==> config.mk <==
export PLATFORM = sky130hd
export DESIGN_NAME = ir_pulse_distance_decoder
export DESIGN_NICKNAME = d
export VERILOG_FILES = /design/src/rtl/irpd_pkg.sv /design/src/rtl/irpd_cfg.sv /design/src/rtl/irpd_front.sv /design/src/rtl/irpd_queue.sv /design/src/rtl/irpd_back.sv /design/src/rtl/ir_pulse_distance_decoder.sv
export SDC_FILE = /design/constraint.sdc
export NUM_CORES = 1
export LEC_CHECK = 0
export BUFFER_PORTS_ARGS = -buffer_cell sky130_fd_sc_hd__buf_2
export CAP_MARGIN = 20
export CORE_MARGIN = 5
export CORE_UTILIZATION = 40
export DETAILED_ROUTE_END_ITERATION = 16
export GPL_TIMING_DRIVEN = 0
export SLEW_MARGIN = 0
export SYNTH_ARGS = -nofsm -noshare
export SYNTH_HDL_FRONTEND = slang
export SYNTH_SLANG_ARGS = --single-unit
export TNS_END_PERCENT = 10
==> constraint.sdc <==
create_clock -name clk -period 2.85 [get_ports clk]
set_input_delay 0.1425 -clock clk [delete_from_list [all_inputs] [get_ports clk]]
set_output_delay 0.1425 -clock clk [all_outputs]
set_load 0.01 [all_outputs]
==> src/rtl/irpd_pkg.sv <==
// irpd_pkg: shared types and constants of the IR pulse-distance decoder.
// No dependencies.
package irpd_pkg;

  localparam int unsigned DUR_W   = 16;
  localparam int unsigned WAKE_W  = 4;
  localparam int unsigned CODE_W  = 32;
  localparam int unsigned BITS_W  = 6;
  localparam int unsigned ADDR_W  = 4;
  localparam int unsigned DATA_W  = 32;

  localparam logic [DUR_W-1:0]  THRESH_RST = 16'd750;
  localparam logic [DUR_W-1:0]  SEP_RST    = 16'd10000;
  localparam logic [WAKE_W-1:0] WAKE_RST   = 4'd2;

  localparam logic [1:0] REG_THRESH = 2'd0;
  localparam logic [1:0] REG_SEP    = 2'd1;
  localparam logic [1:0] REG_WAKE   = 2'd2;

  typedef struct packed {
    logic [DUR_W-1:0]  thresh;
    logic [DUR_W-1:0]  sep;
    logic [WAKE_W-1:0] wake;
  } cfg_t;

  typedef enum logic [2:0] {
    STEP_SKIP    = 3'd0,
    STEP_END     = 3'd1,
    STEP_LOW_OK  = 3'd2,
    STEP_LOW_ERR = 3'd3,
    STEP_BIT     = 3'd4
  } step_kind_t;

  typedef struct packed {
    step_kind_t kind;
    logic       bit_val;
    logic       last;
  } q_entry_t;

endpackage

==> src/rtl/irpd_cfg.sv <==
// irpd_cfg: APB-style register file for threshold, separator and wake-up count.
// Depends on irpd_pkg.
module irpd_cfg import irpd_pkg::*; (
  input  logic              clk,
  input  logic              rst_n,
  input  logic              psel,
  input  logic              penable,
  input  logic              pwrite,
  input  logic [ADDR_W-1:0] paddr,
  input  logic [DATA_W-1:0] pwdata,
  output logic [DATA_W-1:0] prdata,
  output logic              pready,
  output cfg_t              cfg
);

  cfg_t       cfg_r;
  logic       wr_en;
  logic [1:0] idx;

  assign pready = 1'b1;
  assign idx    = paddr[ADDR_W-1:2];
  assign wr_en  = psel && penable && pwrite;
  assign cfg    = cfg_r;

  always_ff @(posedge clk) begin
    if (!rst_n) begin
      cfg_r.thresh <= THRESH_RST;
      cfg_r.sep    <= SEP_RST;
      cfg_r.wake   <= WAKE_RST;
    end else if (wr_en) begin
      unique case (idx)
        REG_THRESH: cfg_r.thresh <= pwdata[DUR_W-1:0];
        REG_SEP:    cfg_r.sep    <= pwdata[DUR_W-1:0];
        REG_WAKE:   cfg_r.wake   <= pwdata[WAKE_W-1:0];
        default: ;
      endcase
    end
  end

  always_comb begin
    unique case (idx)
      REG_THRESH: prdata = DATA_W'(cfg_r.thresh);
      REG_SEP:    prdata = DATA_W'(cfg_r.sep);
      REG_WAKE:   prdata = DATA_W'(cfg_r.wake);
      default:    prdata = '0;
    endcase
  end

endmodule

==> src/rtl/irpd_front.sv <==
// irpd_front: accepts level steps, tracks wake-up position, classifies each step.
// Depends on irpd_pkg.
module irpd_front import irpd_pkg::*; (
  input  logic             clk,
  input  logic             rst_n,
  input  cfg_t             cfg,
  input  logic             in_valid,
  output logic             in_ready,
  input  logic             level,
  input  logic [DUR_W-1:0] duration_us,
  input  logic             last_step,
  input  logic             q_full,
  output logic             push,
  output q_entry_t         entry
);

  // saturating at the largest wake-up count is enough for the compare
  logic [WAKE_W-1:0] idx_r, idx_nxt;
  logic              over_th;

  assign in_ready = !q_full;
  assign push     = in_valid && in_ready;
  assign over_th  = duration_us > cfg.thresh;

  always_comb begin
    entry.last    = last_step;
    entry.bit_val = over_th;
    if (idx_r < cfg.wake)          entry.kind = STEP_SKIP;
    else if (duration_us > cfg.sep) entry.kind = STEP_END;
    else if (!level)               entry.kind = over_th ? STEP_LOW_ERR : STEP_LOW_OK;
    else                           entry.kind = STEP_BIT;
  end

  always_comb begin
    idx_nxt = idx_r;
    if (push) begin
      if (last_step)        idx_nxt = '0;
      else if (~&idx_r)     idx_nxt = idx_r + 1'b1;
    end
  end

  always_ff @(posedge clk) begin
    if (!rst_n) idx_r <= '0;
    else        idx_r <= idx_nxt;
  end

endmodule

==> src/rtl/irpd_queue.sv <==
// irpd_queue: two-entry queue of classified steps between front and back.
// Depends on irpd_pkg.
module irpd_queue import irpd_pkg::*; (
  input  logic     clk,
  input  logic     rst_n,
  input  logic     push,
  input  q_entry_t wr_data,
  input  logic     pop,
  output q_entry_t rd_data,
  output logic     empty,
  output logic     full
);

  q_entry_t   mem_r [2];
  logic       wp_r, rp_r;
  logic [1:0] cnt_r;

  assign empty   = (cnt_r == 2'd0);
  assign full    = (cnt_r == 2'd2);
  assign rd_data = mem_r[rp_r];

  always_ff @(posedge clk) begin
    if (push) mem_r[wp_r] <= wr_data;
  end

  always_ff @(posedge clk) begin
    if (!rst_n) begin
      wp_r  <= 1'b0;
      rp_r  <= 1'b0;
      cnt_r <= 2'd0;
    end else begin
      if (push) wp_r <= ~wp_r;
      if (pop)  rp_r <= ~rp_r;
      cnt_r <= cnt_r + {1'b0, push} - {1'b0, pop};
    end
  end

endmodule

==> src/rtl/irpd_back.sv <==
// irpd_back: applies classified steps to the burst state, emits a result on the last step.
// Depends on irpd_pkg.
module irpd_back import irpd_pkg::*; #(
  parameter int unsigned CODE_BITS = 32
) (
  input  logic              clk,
  input  logic              rst_n,
  input  q_entry_t          entry,
  input  logic              q_empty,
  output logic              pop,
  output logic              out_valid,
  input  logic              out_ready,
  output logic [CODE_W-1:0] code,
  output logic [BITS_W-1:0] bits_received,
  output logic              low_error,
  output logic              separator_seen
);

  localparam int unsigned CNT_W = $clog2(CODE_BITS + 1);

  logic [CODE_BITS-1:0] shift_r, shift_nxt;
  logic [CNT_W-1:0]     cnt_r, cnt_nxt;
  logic                 err_r, err_nxt;
  logic                 end_r, end_nxt;
  logic                 ov_r;
  logic [CODE_W-1:0]    code_r;
  logic [BITS_W-1:0]    bits_r;
  logic                 lerr_r, sep_r;

  assign pop            = !q_empty && (!ov_r || out_ready);
  assign out_valid      = ov_r;
  assign code           = code_r;
  assign bits_received  = bits_r;
  assign low_error      = lerr_r;
  assign separator_seen = sep_r;

  always_comb begin
    shift_nxt = shift_r;
    cnt_nxt   = cnt_r;
    err_nxt   = err_r;
    end_nxt   = end_r;
    if (!end_r) begin
      unique case (entry.kind)
        STEP_END:     end_nxt = 1'b1;
        STEP_LOW_ERR: err_nxt = 1'b1;
        STEP_BIT: begin
          if (cnt_r < CNT_W'(CODE_BITS)) begin
            shift_nxt = {shift_r[CODE_BITS-2:0], entry.bit_val};
            cnt_nxt   = cnt_r + 1'b1;
          end
        end
        STEP_SKIP, STEP_LOW_OK: ;
        default: ;
      endcase
    end
  end

  always_ff @(posedge clk) begin
    if (!rst_n) begin
      shift_r <= '0;
      cnt_r   <= '0;
      err_r   <= 1'b0;
      end_r   <= 1'b0;
      ov_r    <= 1'b0;
    end else begin
      if (pop && entry.last) ov_r <= 1'b1;
      else if (out_ready)    ov_r <= 1'b0;
      if (pop) begin
        if (entry.last) begin
          shift_r <= '0;
          cnt_r   <= '0;
          err_r   <= 1'b0;
          end_r   <= 1'b0;
        end else begin
          shift_r <= shift_nxt;
          cnt_r   <= cnt_nxt;
          err_r   <= err_nxt;
          end_r   <= end_nxt;
        end
      end
    end
  end

  always_ff @(posedge clk) begin
    if (pop && entry.last) begin
      code_r <= CODE_W'(shift_nxt);
      bits_r <= (32'(cnt_nxt) > 32'd63) ? 6'd63 : BITS_W'(cnt_nxt);
      lerr_r <= err_nxt;
      sep_r  <= end_nxt;
    end
  end

endmodule

==> src/rtl/ir_pulse_distance_decoder.sv <==
// ir_pulse_distance_decoder: top level, pulse-distance IR code decoder.
// Depends on irpd_pkg, irpd_cfg, irpd_front, irpd_queue, irpd_back.
//
//   channel  direction  handshake            payload
//   in_      input      in_valid/in_ready    level, duration_us, last_step
//   out_     output     out_valid/out_ready  code, bits_received, low_error, separator_seen
//   cfg_     input      APB psel/penable     paddr, pwdata, prdata
//
// One step per cycle sustained while out_ready keeps up; a step reaches the back end
// through the queue, and a result is registered as its last step leaves the queue.
// The back end folds each popped step into the burst state in a single update.
// Synchronous active-low reset restores register defaults and clears the burst.
// A stalled result holds the back end; the two-entry queue then fills and drops in_ready.
module ir_pulse_distance_decoder import irpd_pkg::*; #(
  parameter int unsigned CODE_BITS = 32
) (
  input  logic              clk,
  input  logic              rst_n,
  input  logic              cfg_psel,
  input  logic              cfg_penable,
  input  logic              cfg_pwrite,
  input  logic [ADDR_W-1:0] cfg_paddr,
  input  logic [DATA_W-1:0] cfg_pwdata,
  output logic [DATA_W-1:0] cfg_prdata,
  output logic              cfg_pready,
  input  logic              in_valid,
  output logic              in_ready,
  input  logic              in_level,
  input  logic [DUR_W-1:0]  in_duration_us,
  input  logic              in_last_step,
  output logic              out_valid,
  input  logic              out_ready,
  output logic [CODE_W-1:0] out_code,
  output logic [BITS_W-1:0] out_bits_received,
  output logic              out_low_error,
  output logic              out_separator_seen
);

  cfg_t     cfg;
  q_entry_t wr_entry, rd_entry;
  logic     push, pop, q_empty, q_full;

  irpd_cfg u_cfg (
    .clk     (clk),
    .rst_n   (rst_n),
    .psel    (cfg_psel),
    .penable (cfg_penable),
    .pwrite  (cfg_pwrite),
    .paddr   (cfg_paddr),
    .pwdata  (cfg_pwdata),
    .prdata  (cfg_prdata),
    .pready  (cfg_pready),
    .cfg     (cfg)
  );

  irpd_front u_front (
    .clk         (clk),
    .rst_n       (rst_n),
    .cfg         (cfg),
    .in_valid    (in_valid),
    .in_ready    (in_ready),
    .level       (in_level),
    .duration_us (in_duration_us),
    .last_step   (in_last_step),
    .q_full      (q_full),
    .push        (push),
    .entry       (wr_entry)
  );

  irpd_queue u_queue (
    .clk     (clk),
    .rst_n   (rst_n),
    .push    (push),
    .wr_data (wr_entry),
    .pop     (pop),
    .rd_data (rd_entry),
    .empty   (q_empty),
    .full    (q_full)
  );

  irpd_back #(.CODE_BITS(CODE_BITS)) u_back (
    .clk            (clk),
    .rst_n          (rst_n),
    .entry          (rd_entry),
    .q_empty        (q_empty),
    .pop            (pop),
    .out_valid      (out_valid),
    .out_ready      (out_ready),
    .code           (out_code),
    .bits_received  (out_bits_received),
    .low_error      (out_low_error),
    .separator_seen (out_separator_seen)
  );

endmodule

### Word-level counts from Yosys, hierarchy flattened

Memories as Yosys holds them, arrays and structs flattened. A register that Yosys moved wholly into a read port is not among the register bits.
Cells that the tools add are included.

| storage, ports and cells | value |
|---|---|
| register bits | 125 |
| memory bits (writable) | 10 |
| bits of input ports | 61 |
| output and inout bits | 75 |
| word-level logic and storage cells | 78 |
| memories kept | 1 |

Memories:

| name | words | bits a word | read ports | clocked after Yosys merged registers in | write ports | line | text |
|---|---|---|---|---|---|---|---|
| u_queue.mem_r | 2 | 5 | 1 | 1 | 1 | irpd_queue.sv:14 | `q_entry_t mem_r [2];` |

| cells by class | value |
|---|---|
| $add $sub $neg | 4 |
| magnitude comparators | 4 |
| equal/unequal tests | 7 |
| multiplexer cells | 27 |
| bitwise logic cells | 2 |
| reduce and logical (&&, ||, !) cells | 17 |

Operator list:

| kind | count |
|---|---|
| $mux W32 | 4 |
| $pmux W16 S3 | 1 |
| $gt A16 B16 Y1 | 2 |
| $mux W6 | 4 |
| $mux W1 | 13 |
| $mux W3 | 3 |
| $mux W4 | 2 |
| $reduce_and A2 Y1 | 4 |
| $add A6 B1 Y6 const B | 1 |
| $lt A6 B6 Y1 const B | 1 |
| $logic_and A1 B1 Y1 | 5 |
| $add A4 B1 Y4 const B | 1 |
| $eq A2 B2 Y1 const B | 2 |
| $logic_not A2 Y1 | 2 |
| $lt A4 B4 Y1 | 1 |
| $reduce_and A4 Y1 | 1 |
| $eq A3 B1 Y1 const B | 1 |
| $eq A3 B2 Y1 const B | 1 |
| $eq A3 B3 Y1 const B | 1 |
| $logic_not A1 Y1 | 3 |
| $add A2 B1 Y2 | 1 |
| $eq A2 B1 Y1 const B | 1 |
| $ne A2 B2 Y1 const B | 1 |
| $not A1 Y1 | 2 |
| 3 further kinds | 3 |

### Depth between registers and ports, before layout

Gate-level depths: netlist (run 1).

| logic depth | value |
|---|---|
| depth in word-level cells | 5 |
| gate-level depth with buffers | 10 |
| gate-level depth less buffers | 9 |

### Cells and area by module

A second synthesis (run 1) with hierarchy kept.

| unflattened totals | value |
|---|---|
| cell total of the unflattened synthesis | 654 |
| area, all modules | 6831.6 um2 |

Modules (own cells, without submodules):

| module | times used | cells each | area each (um2) | sequential area each (um2) |
|---|---|---|---|---|
| irpd_back | 1 | 248 | 3190.6 | 2021.9 |
| irpd_cfg | 1 | 208 | 1899.3 | 720.7 |
| irpd_front | 1 | 162 | 1159.9 | 80.1 |
| irpd_queue | 1 | 36 | 581.8 | 400.4 |

### Worst setup path after synthesis (run 1)

Ideal clock, no wire load.

| path | value |
|---|---|
| kind | register -> register |
| from | register u_back.ov_r, in the netlist u_back.out_valid |
| to | register u_back.bits_r[0], in the netlist u_back.bits_received[0], enable pin |
| setup time | 439 ps |
| arrival time | 2632 ps |
| data required time | 2411 ps |
| slack | -221 ps |
| cell stages (with the launch flop) | 5 |
| path buffers | 1 |
| period minus slack after synthesis | 3071 ps |
| cells stage by stage | dfxtp_1 nor2b_1 or2_2 clkbuf_1 nor2_1 |

| between the ends | value |
|---|---|
| cells in the longest elaborated chain, start to end | 4 |

Ends and longest elaborated chain:

| element | line | text |
|---|---|---|
| start, declared | irpd_back.sv:25 | `logic ov_r;` |
| start signal, assigned | irpd_back.sv:64 | `ov_r <= 1'b0;` |
| start signal, assigned | irpd_back.sv:66 | `if (pop && entry.last) ov_r <= 1'b1;` |
| start signal, assigned | irpd_back.sv:67 | `else if (out_ready) ov_r <= 1'b0;` |
| $logic_not A1 Y1 | irpd_back.sv:30 | `assign pop = !q_empty && (!ov_r \|\| out_ready);` |
| $logic_or A1 B1 Y1 | irpd_back.sv:30 |  |
| $logic_and A1 B1 Y1 | irpd_back.sv:30 |  |
| $logic_and A1 B1 Y1 | irpd_back.sv:85 | `if (pop && entry.last) begin` |
| end signal, assigned | irpd_back.sv:87 | `bits_r <= (32'(cnt_nxt) > 32'd63) ? 6'd63 : BITS_W'(cnt_nxt);` |
| end, declared | irpd_back.sv:27 | `logic [BITS_W-1:0] bits_r;` |

No other way between the ends.
A chain may end at the register's enable or synchronous reset.

==> flow_metrics.env, run 1 <==
export IMPL_status="complete, no violations"
export IMPL_cp_max_fo=10
export IMPL_ys_warn_count=0
export IMPL_boundaryPins=136
export IMPL_cap_violations=0
export IMPL_finalCriticalPeriod_ps=2330
export IMPL_clk_latency_ps=410
export IMPL_holdBufCountCts=16
export IMPL_cts_buffer_depth=2
export IMPL_cts_setup_buffers=0
export IMPL_yosysTopAreaCellShare_pct=26.6
export IMPL_peakVddDrop_mv=0.427
export IMPL_cp_slowest_stage_delay_ps=570
export IMPL_holdPathEnd="u_cfg.cfg[13]"
export IMPL_final_antenna_net_count=0
export IMPL_root_buffer="clkbuf_16"
export IMPL_tightest_slew_ps=859
export IMPL_core_region_area_sq_um=15900
export IMPL_cellLeakagePower_nw=3.48
export IMPL_finalPower_w=0.00575
export IMPL_gp_congestion=0.843
export IMPL_clock_sinks=136
export IMPL_dr_pass1_iters=4
export IMPL_holdWs_ps=28.7
export IMPL_netlist_area_sq_um=6470
export IMPL_num_vias=4880
export IMPL_cp_end_kind="flop"
export IMPL_wl_per_cell_um=14.7
export IMPL_nFillCells=1492
export IMPL_setup_viol=0
export IMPL_synth_edf_count=50
export IMPL_antennaDiodeCount=0
export IMPL_cts_buffers=17
export IMPL_crit_chain="or4b_4 > a211oi_4 > buf_4 > buf_4 > mux2_2"
export IMPL_grtUsageTotal_pct=16.3
export IMPL_via_per_inst=4.92
export IMPL_hold_viol_final=0
export IMPL_syn_to_final_growth_pct=25.1
export IMPL_min_delay_start="cfg_pwdata[9]"
export IMPL_routed_wl_mm=14.6
export IMPL_drc=0
export IMPL_ys_top_cells_by_area="dfxtp_1 (27%), edfxtp_1 (23%), ha_1 (7.5%)"
export IMPL_grt_pass1_wl_mm=24.2
export IMPL_power_density_nw_per_um2=711
export IMPL_rrSetupSlack_ps=520
export IMPL_rows=46
export IMPL_worst_setup_path_type="flop to flop"
export IMPL_nets=863
export IMPL_fp_dieW_um=137
export IMPL_grt_overflow_total=0
export IMPL_grt_start_max_net_pins=33
export IMPL_worstPathArrival_ps=2490
export IMPL_r2r_start="u_queue.mem_r[0][2]"
export IMPL_synth_cells=612
export IMPL_critPathLaunchType="flop"
export IMPL_die_y_um=137
export IMPL_r2r_end="u_back.code[23]"
export IMPL_multi_input_area_sq_um=2840
export IMPL_antenna_found_initial=0
export IMPL_hpwl_mm=10.9
export IMPL_fp_dieArea_sq_um=18800
export IMPL_final_cell_mix="buf_2 (101), dfxtp_1 (86), nand2_1 (74)"
export IMPL_yosysTopAreaCell="dfxtp_1"
export IMPL_whs_path_depth=3
export IMPL_final_common_cell="buf_2"
export IMPL_worst_path_most_repeated_cell="buf_4"
export IMPL_tns_ps=0
export IMPL_ys_seq_area_share_pct=49.8
export IMPL_drv_slew=0
export IMPL_ys_seq_elements=136
export IMPL_worstPathRequired_ps=3000
export IMPL_r2r_worst_path_cells=5
export IMPL_post_cts_resized=0
export IMPL_path_clk_slew_ps=60
export IMPL_h_tree_depth=4
export IMPL_start_util_pct=40.7
export IMPL_cpMaxStageDelayCell="or4b_4"
export IMPL_period_share_pct=81.9
export IMPL_drive_above_1_share_pct=25.9
export IMPL_grt_pass1_vias=4933
export IMPL_finalClockSkew_ps=8.53
export IMPL_hold_path_class="primary input to flop"
export IMPL_clock_fmax_mhz=429
export IMPL_synthDistinctLibCells=50
export IMPL_initialDrtViolationCount=232
export IMPL_slew_headroom_pct=42.7
export IMPL_final_util_pct=50.9
export IMPL_rsz0062_at_grt="no"
export IMPL_ys_flop_type="dfxtp_1"
export IMPL_ff_latch_area_sq_um=3220
export IMPL_port_buffers=100
export IMPL_ys_async_sr_fraction_pct=0
export IMPL_cts_tree="built"
export IMPL_syn_avg_cell_area_sq_um=10.6
metrics by stage:
| stage | setup slack [ps] | cells | area, sq um |
|---|---|---|---|
| after global placement | -54.0 | 943 | 7300 |
| after global routing | 322 | 992 | 8090 |
| after detailed placement | 502 | 944 | 7320 |
| after CTS | 500 | 992 | 8090 |
| after floorplan | 451 | 627 | 6530 |
| final | 517 | 992 | 8090 |
sequential cells by signal, summed over array words and instances, names as in the netlist, named ones only:
register               count
u_back.out_valid           1
u_back.separator_seen      1
u_back.shift_r            32
u_back.low_error           1
u_back.cnt_r               6
u_queue.wp_r               1
u_queue.cnt_r              2
u_back.code               32
u_back.err_r               1
u_front.idx_r              4
u_cfg.cfg                 36
u_back.bits_received       6
u_queue.rp_r               1
u_back.end_r               1
u_queue.mem_r             10
critical path, delay by kind of cell, from the launching register on:
family	cells	cell delay, ps
buffers and inverters	2	450
and+or+nand+nor	1	570
DFF	1	400
muxes	1	360
AOI/OAI and AO/OA	1	290
cells by family (layout without fill, tap and decap cells):
kind of cell | Yosys count | in the layout | share of synthesized area [%]
xor+xnor | 10 | 10 | 1.35
other cells | 2 | 17 | 0.116
compound gates | 119 | 119 | 13.0
flops | 136 | 136 | 49.8
buf+inv | 90 | 239 | 7.22
fa+ha+maj | 39 | 39 | 7.55
mux | 56 | 56 | 9.31
simple gates | 160 | 160 | 11.7
power breakdown:
part           internal, W  total, W  switching [W]
combinational     0.000484   0.00116       0.000671
sequential         0.00228   0.00236      0.0000808
clock              0.00142   0.00223       0.000813
how the worst max path moves through the flow:
stage / from / to / slack, ps / cells past startpoint
detailed placement: u_queue.mem_r[0][2] / u_back.code[7] / 500 / 5
CTS: flop / u_back.code[23] / 500 / 6
global route: u_back.out_valid / u_queue.cnt_r[1] / 320 / 10
global placement: u_back.out_valid / u_back.code[24] / -50 / 4
finish: u_queue.mem_r[0][2] / u_back.code[23] / 520 / 5
floorplan: u_back.out_valid / u_back.bits_received[0] / 450 / 4
cell type report:
class / count / area share [%]
Clock inverter: 12 / 1.84
Multi-Input combinational cell: 401 / 35.1
Buffer: 48 / 3.82
Clock buffer: 20 / 5.65
Sequential cell: 136 / 39.9
Timing Repair Buffer: 117 / 8.42
Tap cell: 216 / 3.34
Inverter: 42 / 1.95
synth_stat cells (all sizes together) (2+ instances only):
library cell and n:
a21oi 38, nand4b 3, a221oi 3, edfxtp 50
xor2 3, inv 41, buf 32, nand3 5
xnor2 7, nand2 74, clkbuf 16, a22o 33
a21o 7, nor2 35, nor3b 4, dfxtp 86
a31oi 2, a211oi 2, and3 3, mux2i 23
o211ai 14, and4 4, nor3 2, mux2 33
nand2b 3, nand4 5, or3 5, conb 2
and2 8, or2 2, nor2b 4, ha 39
o21ai 12
layer usage:
layer	GRT usage [%]	share of wire [%]	vias up	routed length, um
li1	-	-	2445	-
met1	20.5	44	2280	6490
met2	27.2	48	138	7020
met3	4.08	5.9	17	867
met4	5.60	1.6	0	230
met5	0	0	-	0
No activity file was read; power rests on OpenSTA's default activity.
==> run 2, diff against run 1 <==
Settings changed: ABC_AREA set to 1.
Clock period 2.85 ns to 2.32 ns, I/O delays scaled along.
==> run 2 against run 1 <==
Effect of this change:
- final cell count is 21% higher
- global-route usage increased by 0.12 points
- highest routed layer unchanged
- clock skew is 4.0 ps higher
==> flow_metrics.env, run 2 <==
export IMPL_worst_setup_path_type="flop to flop"
export IMPL_setup_viol=0
export IMPL_ys_top_cells_by_area="dfxtp_1 (25%), edfxtp_1 (22%), nand2_1 (8.8%)"
export IMPL_finalPower_w=0.00811
export IMPL_antenna_found_initial=0
export IMPL_clk_latency_ps=420
export IMPL_synth_cells=814
export IMPL_rrSetupSlack_ps=310
export IMPL_r2r_worst_path_cells=4
export IMPL_hold_viol_final=0
export IMPL_critPathCapture="u_back.code[0]"
export IMPL_via_per_inst=4.70
export IMPL_final_antenna_net_count=0
export IMPL_synth_commonest_cells="nand2_1 (159), inv_1 (108), dfxtp_1 (86)"
export IMPL_cp_max_fo=10
export IMPL_synth_most_common_cell="nand2_1"
export IMPL_synth_edf_count=50
export IMPL_clock_fmax_mhz=497
export IMPL_syn_avg_cell_area_sq_um=8.31
export IMPL_grt_pass1_wl_mm=26.3
export IMPL_num_vias=5635
export IMPL_drive_above_1_share_pct=17.1
export IMPL_finalCriticalPeriod_ps=2010
export IMPL_slew_headroom_pct=49.1
export IMPL_root_buffer="clkbuf_16"
export IMPL_routed_wl_mm=15.4
export IMPL_fp_dieW_um=140
export IMPL_cts_tree="built"
export IMPL_yosysTopAreaCell="dfxtp_1"
export IMPL_grt_start_max_net_pins=24
export IMPL_grt_pass1_vias=5481
export IMPL_rows=47
export IMPL_antennaDiodeCount=0
export IMPL_final_cell_mix="nand2_1 (159), inv_1 (108), buf_2 (106)"
export IMPL_initialDrtViolationCount=275
export IMPL_ys_flop_type="dfxtp_1"
export IMPL_power_density_nw_per_um2=971
export IMPL_drc=0
export IMPL_critPathLaunchType="flop"
export IMPL_syn_to_final_growth_pct=23.5
export IMPL_ys_seq_area_share_pct=47.6
export IMPL_peakVddDrop_mv=0.562
export IMPL_hold_path_class="primary input to flop"
export IMPL_nets=1066
export IMPL_cellLeakagePower_nw=3.71
export IMPL_final_common_cell="nand2_1"
export IMPL_ys_async_sr_fraction_pct=0
export IMPL_worstPathRequired_ps=2480
export IMPL_r2r_end="u_back.code[0]"
export IMPL_wl_per_cell_um=12.8
export IMPL_cts_buffer_depth=2
export IMPL_dr_pass1_iters=5
export IMPL_core_region_area_sq_um=16600
export IMPL_start_util_pct=40.8
export IMPL_hpwl_mm=11.6
export IMPL_r2r_start="u_back.cnt_r[5]"
export IMPL_period_share_pct=86.8
export IMPL_tightest_slew_ps=761
export IMPL_finalClockSkew_ps=12.5
export IMPL_ys_warn_count=0
export IMPL_rsz0062_at_grt="no"
export IMPL_worstPathArrival_ps=2180
export IMPL_drv_slew=0
export IMPL_h_tree_depth=4
export IMPL_post_cts_resized=0
export IMPL_die_y_um=140
export IMPL_netlist_area_sq_um=6770
export IMPL_holdWs_ps=62.6
export IMPL_synthDistinctLibCells=37
export IMPL_cap_violations=0
export IMPL_grtUsageTotal_pct=16.4
export IMPL_clock_sinks=136
export IMPL_final_util_pct=50.4
export IMPL_boundaryPins=136
export IMPL_path_clk_slew_ps=60
export IMPL_grt_overflow_total=0
export IMPL_port_buffers=100
export IMPL_ys_seq_elements=136
export IMPL_fp_dieArea_sq_um=19600
export IMPL_cp_end_kind="flop"
export IMPL_status="complete, no violations"
export IMPL_cts_buffers=17
export IMPL_gp_congestion=0.886
export IMPL_setup_worst_path_start="u_back.cnt_r[5]"
export IMPL_largest_reg_flops=36
export IMPL_yosysTopAreaCellShare_pct=25.4
==> run 2: final cells by class <==
type | instances | area (sq um)
Buffer | 49 | 289
Clock buffer | 19 | 433
Clock inverter | 13 | 121
Fill cell | 1619 | 8230
Inverter | 110 | 413
Multi-Input combinational cell | 534 | 2900
Sequential cell | 136 | 3220
Tap cell | 220 | 275
Timing Repair Buffer | 118 | 698
==> run 2: how the worst min path moves through the flow <==
stage                        startpoint                  end  cells past startpoint
after floorplan            in_last_step  u_queue.mem_r[0][0]                      0
after global placement    cfg_pwdata[7]        u_cfg.cfg[27]                      3
after detailed placement  cfg_pwdata[6]        u_cfg.cfg[26]                      3
after CTS                     out_ready     u_back.out_valid                      4
after global routing          out_ready     u_back.out_valid                      4
final                         out_ready     u_back.out_valid                      4
==> run 2: power by group <==
group | internal [W] | switching [W] | total [W] | leakage, nW
sequential | 0.00303 | 0.000138 | 0.00317 | 1.18
clock | 0.00148 | 0.00104 | 0.00253 | 0.268
combinational | 0.000876 | 0.00154 | 0.00242 | 2.26
==> run 2: timing repair <==
| action | 4_1_cts | 5_1_grt |
|---|---|---|
| setup buffers | 0 | 0 |
| endpoints found under the hold margin | 31 | 0 |
| hold buffers | 17 | 0 |
| setup endpoints to repair | 0 | 0 |
==> run 2: worst max-delay path: stages, from the launching register on <==
cell	delay, ps
dfxtp_1	340
nor2_1	610
clkbuf_1	430
nand4_1	190
and2_1	200
==> run 2: metrics by stage <==
step / std cells / cell area, sq um / setup slack, ps / setup TNS, ps
final: 1199 / 8360 / 307 / 0
after global routing: 1199 / 8360 / 163 / 0
after CTS: 1199 / 8360 / 296 / 0
after detailed placement: 1150 / 7630 / 301 / 0
after global placement: 1149 / 7600 / -467 / -18910
after floorplan: 829 / 6820 / 96.3 / 0
==> run 2: kinds of logic (layout without fill, tap and decap cells) <==
family / after synthesis / in the layout / share of synthesized area, %
flops: 136 / 136 / 47.6
simple gates: 322 / 322 / 21.5
xor+xnor: 1 / 1 / 0.129
buf+inv: 159 / 309 / 10.4
compound gates: 155 / 155 / 13.0
fa+ha+maj: 39 / 39 / 7.21
other cells: 2 / 17 / 0.111
==> run 2: routing by layer <==
metal	track usage (%)	share of wire [%]	up-vias
met2	28.1	49	128
met4	4.69	1.3	0
met5	0	0	-
met3	4.12	4.8	17
li1	-	-	2986
met1	20.6	45	2504
==> run 3, diff against run 2 <==
Settings changed: ABC_AREA 1 to not set.
==> run 3 against run 2 <==
Effect of this change:
- global-route usage fell by 0.26 points
- count of clock-buffer cells in the layout grew 1
- via count down 14%
- total power shrank 11%
- sequential cell count unchanged
- utilization grew 0.85 points
- combinational power down 41%
==> flow_metrics.env, run 3 (synthesized netlist as in run 1, its figures left out) <==
export IMPL_core_region_area_sq_um=15900
export IMPL_hold_viol_final=0
export IMPL_busiest_layer="met2"
export IMPL_antennaDiodeCount=0
export IMPL_power_density_nw_per_um2=883
export IMPL_peakVddDrop_mv=0.507
export IMPL_whs_path_depth=2
export IMPL_drv_slew=0
export IMPL_cp_max_fo=10
export IMPL_holdWs_ps=42.5
export IMPL_final_common_cell="buf_2"
export IMPL_h_tree_depth=4
export IMPL_finalPower_w=0.00719
export IMPL_antenna_found_initial=0
export IMPL_grtUsageTotal_pct=16.2
export IMPL_r2r_worst_path_cells=6
export IMPL_clock_sinks=136
export IMPL_final_antenna_net_count=0
export IMPL_grt_overflow_total=0
export IMPL_dp_cells=944
export IMPL_boundaryPins=136
export IMPL_place_area_sq_um=7320
export IMPL_largest_reg_flops=36
export IMPL_period_share_pct=97.4
export IMPL_min_delay_start="in_level"
export IMPL_cts_buffer_depth=2
export IMPL_drive_above_1_share_pct=26.2
export IMPL_rows=46
export IMPL_die_y_um=137
export IMPL_cp_end_kind="flop"
export IMPL_r2r_end="u_back.code[25]"
export IMPL_finalClockSkew_ps=7.76
export IMPL_fp_dieArea_sq_um=18800
export IMPL_drc=0
export IMPL_design_area_sq_um=8140
export IMPL_via_per_inst=4.89
export IMPL_cts_buffers=17
export IMPL_multi_input_area_sq_um=2850
export IMPL_holdPathEnd="u_queue.mem_r[1][3]"
export IMPL_gp_congestion=0.834
export IMPL_slew_headroom_pct=42.8
export IMPL_rrSetupSlack_ps=60
export IMPL_num_vias=4864
export IMPL_setup_viol=0
export IMPL_routed_wl_mm=14.8
export IMPL_tightest_slew_ps=858
export IMPL_start_util_pct=40.7
export IMPL_root_buffer="clkbuf_16"
export IMPL_clock_fmax_mhz=443
export IMPL_critPathLaunchType="flop"
export IMPL_use_met1_pct=20.1
export IMPL_grt_pass1_vias=4897
export IMPL_initialDrtViolationCount=211
export IMPL_finalCriticalPeriod_ps=2260
export IMPL_hpwl_mm=10.8
export IMPL_cap_violations=0
export IMPL_hold_path_class="primary input to flop"
export IMPL_worstPathRequired_ps=2480
export IMPL_path_clk_slew_ps=60
export IMPL_cts_tree="built"
export IMPL_grt_start_max_net_pins=35
export IMPL_clk_latency_ps=420
export IMPL_wl_per_cell_um=14.9
export IMPL_nFillCells=1463
export IMPL_worst_setup_path_type="flop to flop"
export IMPL_dr_pass1_iters=4
export IMPL_worstPathArrival_ps=2420
export IMPL_ff_latch_area_sq_um=3220
export IMPL_port_buffers=100
export IMPL_final_util_pct=51.2
export IMPL_status="complete, no violations"
export IMPL_grt_pass1_wl_mm=23.9
export IMPL_nets=865
export IMPL_final_cell_mix="buf_2 (101), dfxtp_1 (86), nand2_1 (74)"
export IMPL_fp_dieW_um=137
export IMPL_use_met2_pct=27.0
export IMPL_cellLeakagePower_nw=3.50
export IMPL_met3_usage_pct=4.56
export IMPL_stdcell_count=994
export IMPL_syn_to_final_growth_pct=25.9
[run 3: how the worst max path moves through the flow]
stage	from	endpoint	slack [ps]	depth (start not counted)
after floorplan	flop	u_back.code[10]	160	6
after global placement	flop	u_back.code[6]	10	6
after detailed placement	flop	u_back.code[7]	-4	6
after CTS	u_back.out_valid	u_queue.cnt_r[1]	20	10
after global routing	flop	u_back.code[14]	-20	6
final	flop	u_back.code[25]	60	6
[run 3: cell type report]
cell class	count	share of cell area [%]
buffer	48	3.84
tap	216	3.32
multi-input combinational	401	35.0
clock inverter	12	2.14
sequential	136	39.6
inverter	42	1.94
clock buffer	20	5.61
timing repair buffer	119	8.58
[run 3: through the flow]
stage / setup WS, ps / setup TNS (ps)
final: 60.7 / 0
after global routing: -17.6 / -166
after CTS: 16.7 / 0
after detailed placement: -3.73 / -8.18
after global placement: 14.3 / 0
after floorplan: 156 / 0
[run 3: critical path: stages (launching register included)]
cell and delay, ps:
dfxtp_1 300, buf_6 130, or4b_4 530, a211oi_4 300, buf_6 190, buf_4 200, mux2_2 350
[run 3: timing repair]
item,in CTS,in global routing
hold endpoints to repair,37,0
buffers inserted,0,1
pin swaps,0,1
endpoints found under the setup margin,15,32
resized for setup,1,2
hold buffers,17,0
[run 3: layer usage]
layer | vias up | part of all wire, %
li1 | 2445 | -
met1 | 2265 | 45
met2 | 134 | 48
met3 | 20 | 5.8
met4 | 0 | 1.7
met5 | - | 0
[run 3: power by group]
part           internal, W  switching (W)  leakage, nW
Combinational     0.000605       0.000827         2.03
Clock              0.00185        0.00100        0.300
Sequential         0.00280      0.0000971         1.18
